--- src/sv/plb_pkg.sv ---
`timescale 1ns / 1ps
// Shared types and codes for the positional list buffer.
// No dependencies.
package plb_pkg;

    // request codes
    localparam logic [2:0] ACT_INS_FRONT = 3'd0;
    localparam logic [2:0] ACT_INS_BACK  = 3'd1;
    localparam logic [2:0] ACT_DEL_FRONT = 3'd2;
    localparam logic [2:0] ACT_DEL_BACK  = 3'd3;
    localparam logic [2:0] ACT_INS_AT    = 3'd4;
    localparam logic [2:0] ACT_DEL_AT    = 3'd5;
    localparam logic [2:0] ACT_LIST      = 3'd6;

    // result status codes
    localparam logic [1:0] ST_DONE    = 2'd0;
    localparam logic [1:0] ST_IGNORED = 2'd1;
    localparam logic [1:0] ST_FULL    = 2'd2;
    localparam logic [1:0] ST_LISTED  = 2'd3;

    localparam int DATA_W = 8;
    localparam int LEN_W  = 5;

    typedef enum logic [1:0] {
        CELL_HOLD,
        CELL_INSERT,
        CELL_DELETE,
        CELL_ROTATE
    } cell_op_t;

    typedef struct packed {
        cell_op_t            op;
        logic [DATA_W-1:0]   value;
    } cell_ctrl_t;

endpackage

--- src/sv/plb_cell.sv ---
`timescale 1ns / 1ps
// One storage cell of the list chain: holds a single byte slot.
// Depends on plb_pkg.
module plb_cell
    import plb_pkg::*;
#(
    parameter int IW    = 4,
    parameter int INDEX = 0
)
(
    input  logic              clk,
    input  cell_ctrl_t        ctrl,
    input  logic [IW-1:0]     key,
    input  logic [DATA_W-1:0] left_data,
    input  logic [DATA_W-1:0] right_data,
    input  logic [DATA_W-1:0] head_data,
    output logic [DATA_W-1:0] data
);

    localparam logic [IW-1:0] MY_IDX = IW'(INDEX);

    logic [DATA_W-1:0] data_reg;
    logic [DATA_W-1:0] data_next;

    always_comb
    begin
        data_next = data_reg;
        case (ctrl.op)
            CELL_INSERT:
            begin
                // open a gap at key, shift the tail one place back
                if (MY_IDX > key)
                    data_next = left_data;
                else if (MY_IDX == key)
                    data_next = ctrl.value;
            end
            CELL_DELETE:
            begin
                // close the gap at key
                if (MY_IDX >= key)
                    data_next = right_data;
            end
            CELL_ROTATE:
            begin
                // rotate the occupied run; head wraps to key (last used slot)
                if (MY_IDX < key)
                    data_next = right_data;
                else if (MY_IDX == key)
                    data_next = head_data;
            end
            default:
            begin
                data_next = data_reg;
            end
        endcase
    end

    always_ff @(posedge clk)
    begin
        data_reg <= data_next;
    end

    assign data = data_reg;

endmodule

--- src/sv/positional_list_buffer.sv ---
`timescale 1ns / 1ps
// Timing: a status beat is valid the cycle after its request is accepted; a listing's
//   first beat passes the S_LIST state, then the output register. Beats and mutating
//   requests go one per cycle while the output is taken; a listing holds off requests to
//   its last beat, the chain rotating a place per beat to bring each element to the head.
// Reset (rst_n, async, active low) empties the list; slot contents are not cleared.
// Depends on plb_pkg and plb_cell.
module positional_list_buffer
    import plb_pkg::*;
#(
    parameter int CAPACITY = 16
)
(
    input  logic        clk,
    input  logic        rst_n,
    // request stream
    input  logic        s_tvalid,
    output logic        s_tready,
    input  logic [23:0] s_tdata,   // action[2:0], value[10:3], position[18:11], zero pad
    // result stream
    output logic        m_tvalid,
    input  logic        m_tready,
    output logic [15:0] m_tdata,   // status[1:0], element[9:2], length[14:10], zero pad
    output logic        m_tlast    // last_of_run
);

    // index width for slots, count width that can hold CAPACITY itself
    localparam int IW = $clog2(CAPACITY);
    localparam int CW = $clog2(CAPACITY + 1);
    // position compare width: wide enough for the 8-bit position and count + 1
    localparam int PW = ((CW > 8) ? CW : 8) + 1;
    localparam logic [CW-1:0] CAP_C = CW'(CAPACITY);

    typedef enum logic {
        S_IDLE,
        S_LIST
    } state_t;

    // request fields
    logic [2:0]        in_action;
    logic [DATA_W-1:0] in_value;
    logic [7:0]        in_position;

    assign in_action   = s_tdata[2:0];
    assign in_value    = s_tdata[10:3];
    assign in_position = s_tdata[18:11];

    // control state
    state_t            state_reg;
    logic [CW-1:0]     count_reg;
    logic [CW-1:0]     remain_reg;
    logic              out_valid_reg;
    logic [1:0]        out_status_reg;
    logic [DATA_W-1:0] out_element_reg;
    logic [LEN_W-1:0]  out_length_reg;
    logic              out_last_reg;

    logic              accept;
    logic              out_free;
    logic              list_fire;
    logic              load_beat;

    // decode of the accepted request
    logic              is_insert;
    logic              is_delete;
    logic [PW-1:0]     pos_ext;
    logic [PW-1:0]     cnt_ext;
    logic              pos_ok;
    logic              full;
    logic              mutate;
    logic [1:0]        req_status;
    logic [CW-1:0]     count_next;
    logic [PW-1:0]     key_wide;

    // chain control
    cell_ctrl_t        cell_ctrl;
    logic [IW-1:0]     cell_key;
    logic [DATA_W-1:0] cell_data [CAPACITY];

    assign out_free  = !out_valid_reg || m_tready;
    assign s_tready  = (state_reg == S_IDLE) && out_free;
    assign accept    = s_tvalid && s_tready;
    assign list_fire = (state_reg == S_LIST) && out_free;
    // a new beat enters the output register this cycle
    assign load_beat = (accept && (in_action != ACT_LIST)) || list_fire;

    assign cnt_ext = PW'(count_reg);

    always_comb
    begin
        is_insert = 1'b0;
        is_delete = 1'b0;
        pos_ext   = PW'(in_position);
        case (in_action)
            ACT_INS_FRONT:
            begin
                is_insert = 1'b1;
                pos_ext   = PW'(1);
            end
            ACT_INS_BACK:
            begin
                is_insert = 1'b1;
                pos_ext   = cnt_ext + PW'(1);
            end
            ACT_INS_AT:
            begin
                is_insert = 1'b1;
            end
            ACT_DEL_FRONT:
            begin
                is_delete = 1'b1;
                pos_ext   = PW'(1);
            end
            ACT_DEL_BACK:
            begin
                is_delete = 1'b1;
                pos_ext   = cnt_ext;
            end
            ACT_DEL_AT:
            begin
                is_delete = 1'b1;
            end
            default:
            begin
                is_insert = 1'b0;
                is_delete = 1'b0;
            end
        endcase

        // range check comes before the full check for inserts
        if (is_insert)
            pos_ok = (pos_ext != '0) && (pos_ext <= cnt_ext + PW'(1));
        else
            pos_ok = (count_reg != '0) && (pos_ext != '0) && (pos_ext <= cnt_ext);

        full     = (count_reg == CAP_C);
        key_wide = pos_ext - PW'(1);

        mutate     = 1'b0;
        req_status = ST_IGNORED;
        count_next = count_reg;
        if (is_insert && pos_ok)
        begin
            if (full)
                req_status = ST_FULL;
            else
            begin
                req_status = ST_DONE;
                mutate     = 1'b1;
                count_next = count_reg + CW'(1);
            end
        end
        else if (is_delete && pos_ok)
        begin
            req_status = ST_DONE;
            mutate     = 1'b1;
            count_next = count_reg - CW'(1);
        end
    end

    // chain command: one shift per mutation, one rotation per listed beat
    always_comb
    begin
        cell_ctrl.value = in_value;
        cell_ctrl.op    = CELL_HOLD;
        cell_key        = key_wide[IW-1:0];
        if (accept && mutate)
            cell_ctrl.op = is_insert ? CELL_INSERT : CELL_DELETE;
        else if (list_fire)
        begin
            cell_ctrl.op = CELL_ROTATE;
            cell_key     = IW'(count_reg - CW'(1));
        end
    end

    genvar gi;
    generate
        for (gi = 0; gi < CAPACITY; gi++)
        begin : g_cell
            logic [DATA_W-1:0] left_d;
            logic [DATA_W-1:0] right_d;
            if (gi == 0)
            begin : g_first
                assign left_d = in_value;
            end
            else
            begin : g_mid_l
                assign left_d = cell_data[gi-1];
            end
            if (gi == CAPACITY - 1)
            begin : g_last
                assign right_d = cell_data[gi];
            end
            else
            begin : g_mid_r
                assign right_d = cell_data[gi+1];
            end
            plb_cell #(
                .IW    (IW),
                .INDEX (gi)
            ) u_cell (
                .clk        (clk),
                .ctrl       (cell_ctrl),
                .key        (cell_key),
                .left_data  (left_d),
                .right_data (right_d),
                .head_data  (cell_data[0]),
                .data       (cell_data[gi])
            );
        end
    endgenerate

    // state, count and output register
    always_ff @(posedge clk or negedge rst_n)
    begin
        if (!rst_n)
        begin
            state_reg       <= S_IDLE;
            count_reg       <= '0;
            remain_reg      <= '0;
            out_valid_reg   <= 1'b0;
            out_status_reg  <= ST_DONE;
            out_element_reg <= '0;
            out_length_reg  <= '0;
            out_last_reg    <= 1'b0;
        end
        else
        begin
            if (out_valid_reg && m_tready && !load_beat)
                out_valid_reg <= 1'b0;
            case (state_reg)
                S_IDLE:
                begin
                    if (accept)
                    begin
                        if (in_action == ACT_LIST)
                        begin
                            // an empty list gives no beats at all
                            if (count_reg != '0)
                            begin
                                state_reg  <= S_LIST;
                                remain_reg <= count_reg;
                            end
                        end
                        else
                        begin
                            count_reg       <= count_next;
                            out_valid_reg   <= 1'b1;
                            out_status_reg  <= req_status;
                            out_element_reg <= '0;
                            out_length_reg  <= LEN_W'(count_next);
                            out_last_reg    <= 1'b1;
                        end
                    end
                end
                S_LIST:
                begin
                    if (list_fire)
                    begin
                        out_valid_reg   <= 1'b1;
                        out_status_reg  <= ST_LISTED;
                        out_element_reg <= cell_data[0];
                        out_length_reg  <= LEN_W'(count_reg);
                        out_last_reg    <= (remain_reg == CW'(1));
                        remain_reg      <= remain_reg - CW'(1);
                        if (remain_reg == CW'(1))
                            state_reg <= S_IDLE;
                    end
                end
                default:
                begin
                    state_reg <= S_IDLE;
                end
            endcase
        end
    end

    assign m_tvalid = out_valid_reg;
    assign m_tdata  = {1'b0, out_length_reg, out_element_reg, out_status_reg};
    assign m_tlast  = out_last_reg;

`ifndef NO_ASSERTIONS
    // held count never passes capacity
    a_count_bound: assert property (@(posedge clk) disable iff (!rst_n)
        count_reg <= CAP_C)
        else $error("held count above capacity");

    // a listing walks a nonzero number of elements no larger than the count
    a_list_remain: assert property (@(posedge clk) disable iff (!rst_n)
        (state_reg == S_LIST) |-> ((remain_reg != '0) && (remain_reg <= count_reg)))
        else $error("listing counter out of range");

    // a beat that is not the last of its run only occurs mid listing
    a_nonlast_in_list: assert property (@(posedge clk) disable iff (!rst_n)
        (m_tvalid && !m_tlast) |-> (state_reg == S_LIST))
        else $error("non-final beat outside listing");

    // the count does not move while a listing runs
    a_count_steady: assert property (@(posedge clk) disable iff (!rst_n)
        (state_reg == S_LIST) |=> $stable(count_reg))
        else $error("count changed during listing");
`endif

endmodule

--- config.mk ---
export PLATFORM = sky130hd
export DESIGN_NAME = positional_list_buffer
export DESIGN_NICKNAME = d
export VERILOG_FILES = /design/src/sv/plb_pkg.sv /design/src/sv/plb_cell.sv /design/src/sv/positional_list_buffer.sv
export SDC_FILE = /design/constraint.sdc
export NUM_CORES = 1
export LEC_CHECK = 0
export ABC_AREA = 1
export BUFFER_PORTS_ARGS = -buffer_cell sky130_fd_sc_hd__buf_2
export CORE_MARGIN = 2
export CORE_UTILIZATION = 48
export DETAILED_ROUTE_END_ITERATION = 7
export RECOVER_POWER = 50
export SETUP_SLACK_MARGIN = 0.5
export SYNTH_ARGS = -nofsm -noshare
export SYNTH_HDL_FRONTEND = slang
export SYNTH_SLANG_ARGS = --single-unit
--- constraint.sdc ---
create_clock -name clk -period 4.8 [get_ports clk]
set_input_delay 0.96 -clock clk [delete_from_list [all_inputs] [get_ports clk]]
set_output_delay 0.96 -clock clk [all_outputs]
set_load 0.01 [all_outputs]
==> summary.txt <==
status -> finished, violations left
failing checks -> capacitance limit, slew limit
Hold Crit Class -> reg -> reg
Core ar. -> 24,400 um2
initial antenna violation count -> 0
critical path's most frequent cell -> nand2_1
post-synthesis simple-gate area fraction -> 0.426
Final Wtd Congestion -> 0.920
Post-Synthesis Cells -> 1,737
I/O Buffers -> 40
Multi-input gate area -> 6350 um2
CP max stage delay -> 0.29 ns
Crit path buffers/inverters -> 6
Worst setup EP type -> flip-flop
sequential area share after synthesis -> 0.381
highest clock rate -> 243 MHz
total stage count of the critical path -> 23
CTS Buffer Depth -> 2
router iterations before antenna repair -> 6
largest net degree at the start of global routing -> 78
Worst Path Max Fanout -> 14
crit path launch type -> input pin
vias in the first global route -> 11,178
CTS Root Cell -> clkbuf_16
layout cell share with drive strength beyond 1 -> 0.0856
cell count of the worst reg-to-reg path -> 9
CTS tree -> done
Die W -> 162 um
synth unique cells -> 39
Site Rows -> 57
Crit Path Class -> in -> reg
post-synthesis instance area -> 11,900 um2
Synth Area in Compound Gates -> 0.0865
max reg flops -> 128
# hold bufs at CTS -> 0
Starting Density -> 0.489
CP required -> 4.97 ns
Post-synth top flop -> edfxtp_1
Total Negative Setup Slacks -> 0 ns
Die Area -> 26,100 um2
Synth Area in XOR/XNOR -> 0.00294
Clock Latency Late Sink -> 0.45 ns
Top delay family on crit path -> simple AND/OR/NAND/NOR gates
Hold Violations, Final -> 0
period utilization -> 0.856
Setup Skew -> 0.0168 ns
DRT Wirelength -> 40.6 mm
CTS sink cnt -> 156
Routed Antenna Nets -> 0
# DRC -> 0
Slew Viols, Final -> 181
n_diodes -> 0
Mapped Nets -> 1,781
adder-cell share of the synthesized area -> 0.0168
P&R area growth vs syn -> 7.74%
Setup violations, final -> 0
mux cell area share after synthesis -> 0
actual slew at the worst max-slew pin -> 1.71 ns
slew margin rel. -> -0.138
number of synthesized flops with an enable pin -> 128
VDD IR max -> 341 uV
Sequential Area -> 4550 um2
PwrDens -> 820 nW/um2
TritonCTS Buffers -> 17
max_cap viols -> 3
Wirelength per Cell -> 19.8 um
Remaining Overflow, GRT -> 0
H-tree Lvls -> 4
largest family of logic cells by synthesized area -> simple AND/OR/NAND/NOR gates
worst path arrival time -> 4.28 ns
Critical Path Slowest Stage Cell -> nor2_1
CP Cell Sequence -> clkbuf_1, inv_2, nand2_2, nor2_1, nand3_1, nand2_1, nand2_1, inv_1, ha_1, nand2_1, inv_1, nand2_1, nand2_1, nand2_1, nand2_1, a21oi_1, nand3_1, nor2_4, nand3_4, nand2_1, buf_4, nor3b_2, buf_4
DRT iter0 DRCs -> 1,378
via count -> 12,107
Die Y -> 162 um
Mean Syn Cell Area -> 6.87 um2
P_leak -> 0.00593 uW
Vias/cell -> 5.90
Total GRT Usage -> 0.314
post-route minimum period -> 4.11 ns
Fill cells -> 2,470
asr flop ratio synth -> 0.179
CTS clk-pin slew, worst paths -> 0.07 ns
Ys Warns -> 0
Layout Nets -> 1,759
first-pass GRT wire length -> 63.7 mm
Cells on Worst Hold Path -> 2
Core Util, Final -> 0.527
Ports -> 47
dpl hpwl -> 27.0 mm
RSZ-0062 raised after global routing -> no
#FFs+latches synth -> 156
==> where the power goes <==
part | leakage [uW] | total [uW] | internal (uW) | switching (uW)
combinational | 0.00411 | 5870 | 1870 | 3990
sequential | 0.00154 | 3340 | 2610 | 731
clock | 0.000275 | 1340 | 688 | 653
total | 0.00593 | 10500 | 5170 | 5380
==> per-layer routing <==
layer / vias up / GRT usage / part of all wire
met2: 542 / 0.490 / 0.45
met4: 0 / 0.127 / 0.038
met1: 5659 / 0.441 / 0.43
li1: 5824 / - / -
met5: - / 0 / 0
met3: 82 / 0.0480 / 0.082
==> cells in the mapped netlist, drive strengths merged (2+ instances only) <==
| cell | count | area [um2] |
|---|---|---|
| edfxtp | 128 | 3840 |
| nand3 | 368 | 1860 |
| clkbuf | 49 | 184 |
| dfrtp | 28 | 701 |
| xor2 | 3 | 26.3 |
| inv | 78 | 293 |
| o211ai | 46 | 345 |
| a21oi | 26 | 134 |
| nand4 | 35 | 238 |
| a31oi | 9 | 56.3 |
| clkinv | 2 | 7.51 |
| nor2 | 52 | 233 |
| ha | 16 | 200 |
| buf | 86 | 536 |
| nand2 | 702 | 2700 |
| or2 | 5 | 31.3 |
| o21ai | 97 | 489 |
==> worst reg2reg max path: stages (launching register included) <==
cell and delay [ns]:
dfrtp_1 0.59, nand2_4 0.48, clkinvlp_2 0.60, nand2_1 0.22, nand2_2 0.39, nand3_1 0.19
clkbuf_1 0.73, o21ai_0 0.21, nor2_1 0.12, buf_4 0.20
==> repair_timing <==
action / CTS / global route
gates resized for setup: 0 / 2
setup buffers: 0 / 2
endpoints found under the setup margin: 0 / 131
==> worst paths after layout <==
path	from	endpoint	slack, ns
worst min-delay path	out_element_reg[2]	out_element_reg[2]	0.47
max in group asynchronous	rst_n	count_reg[0]	2.89
worst max register to register	state_reg	g_cell[14].u_cell.data[7]	0.78
worst max-delay path	s_tdata[2]	g_cell[11].u_cell.data[2]	0.69
worst min register to register	out_element_reg[2]	out_element_reg[2]	0.47
min in group asynchronous	rst_n	out_length_reg[1]	0.89
==> through the flow <==
stage          worst slack [ns]  std cells  cell area, um2  hold WS [ns]  total power [uW]
4_1_cts                   0.783       2050           12900         0.470             10500
5_1_grt                   0.277       2052           12900         0.492             11400
6_report                  0.690       2052           12900         0.467             10500
3_5_place_dp              0.412       2018           12300         0.453              9130
3_3_place_gp              0.459       2018           12300         0.450              9040
2_1_floorplan             0.873       1737           11900         0.509              7400
==> kinds of logic after synthesis <==
| kind of cell | Yosys count |
|---|---|
| AO/OA/AOI/OAI | 179 |
| XOR/XNOR | 4 |
| adder cells (fa/ha/maj) | 16 |
| buffers and inverters | 216 |
| flip-flops | 156 |
| other | 1 |
| AND/OR/NAND/NOR | 1165 |
==> cell type report <==
| cell class | instances | share of cell area |
|---|---|---|
| Clock buffer | 18 | 0.0342 |
| Clock inverter | 14 | 0.00866 |
| Inverter | 81 | 0.0248 |
| Multi-Input combinational cell | 1365 | 0.494 |
| Sequential cell | 156 | 0.354 |
| Tap cell | 324 | 0.0315 |
| Timing Repair Buffer | 94 | 0.0529 |
==> cell usage in the layout, fill, tap and decap left out, types with 3 or more instances in the layout <==
| cell type | count |
|---|---|
| dfrtp_1 | 26 |
| nand2_1 | 683 |
| clkbuf_1 | 22 |
| o21ai_1 | 9 |
| or2_2 | 3 |
| o21ai_0 | 87 |
| nand4_1 | 32 |
| nand2_2 | 15 |
| nor2_4 | 3 |
| edfxtp_1 | 128 |
| inv_6 | 4 |
| inv_1 | 71 |
| o211ai_1 | 46 |
| ha_1 | 16 |
| nor2_1 | 47 |
| xor2_1 | 3 |
| nand2_4 | 4 |
| a31oi_1 | 9 |
| clkinv_4 | 3 |
| a21oi_1 | 26 |
| inv_2 | 6 |
| buf_12 | 9 |
| buf_2 | 20 |
| buf_4 | 41 |
| clkbuf_16 | 17 |
| nand3_1 | 366 |
| clkinv_2 | 4 |
No activity file was read; power rests on OpenSTA's default activity.
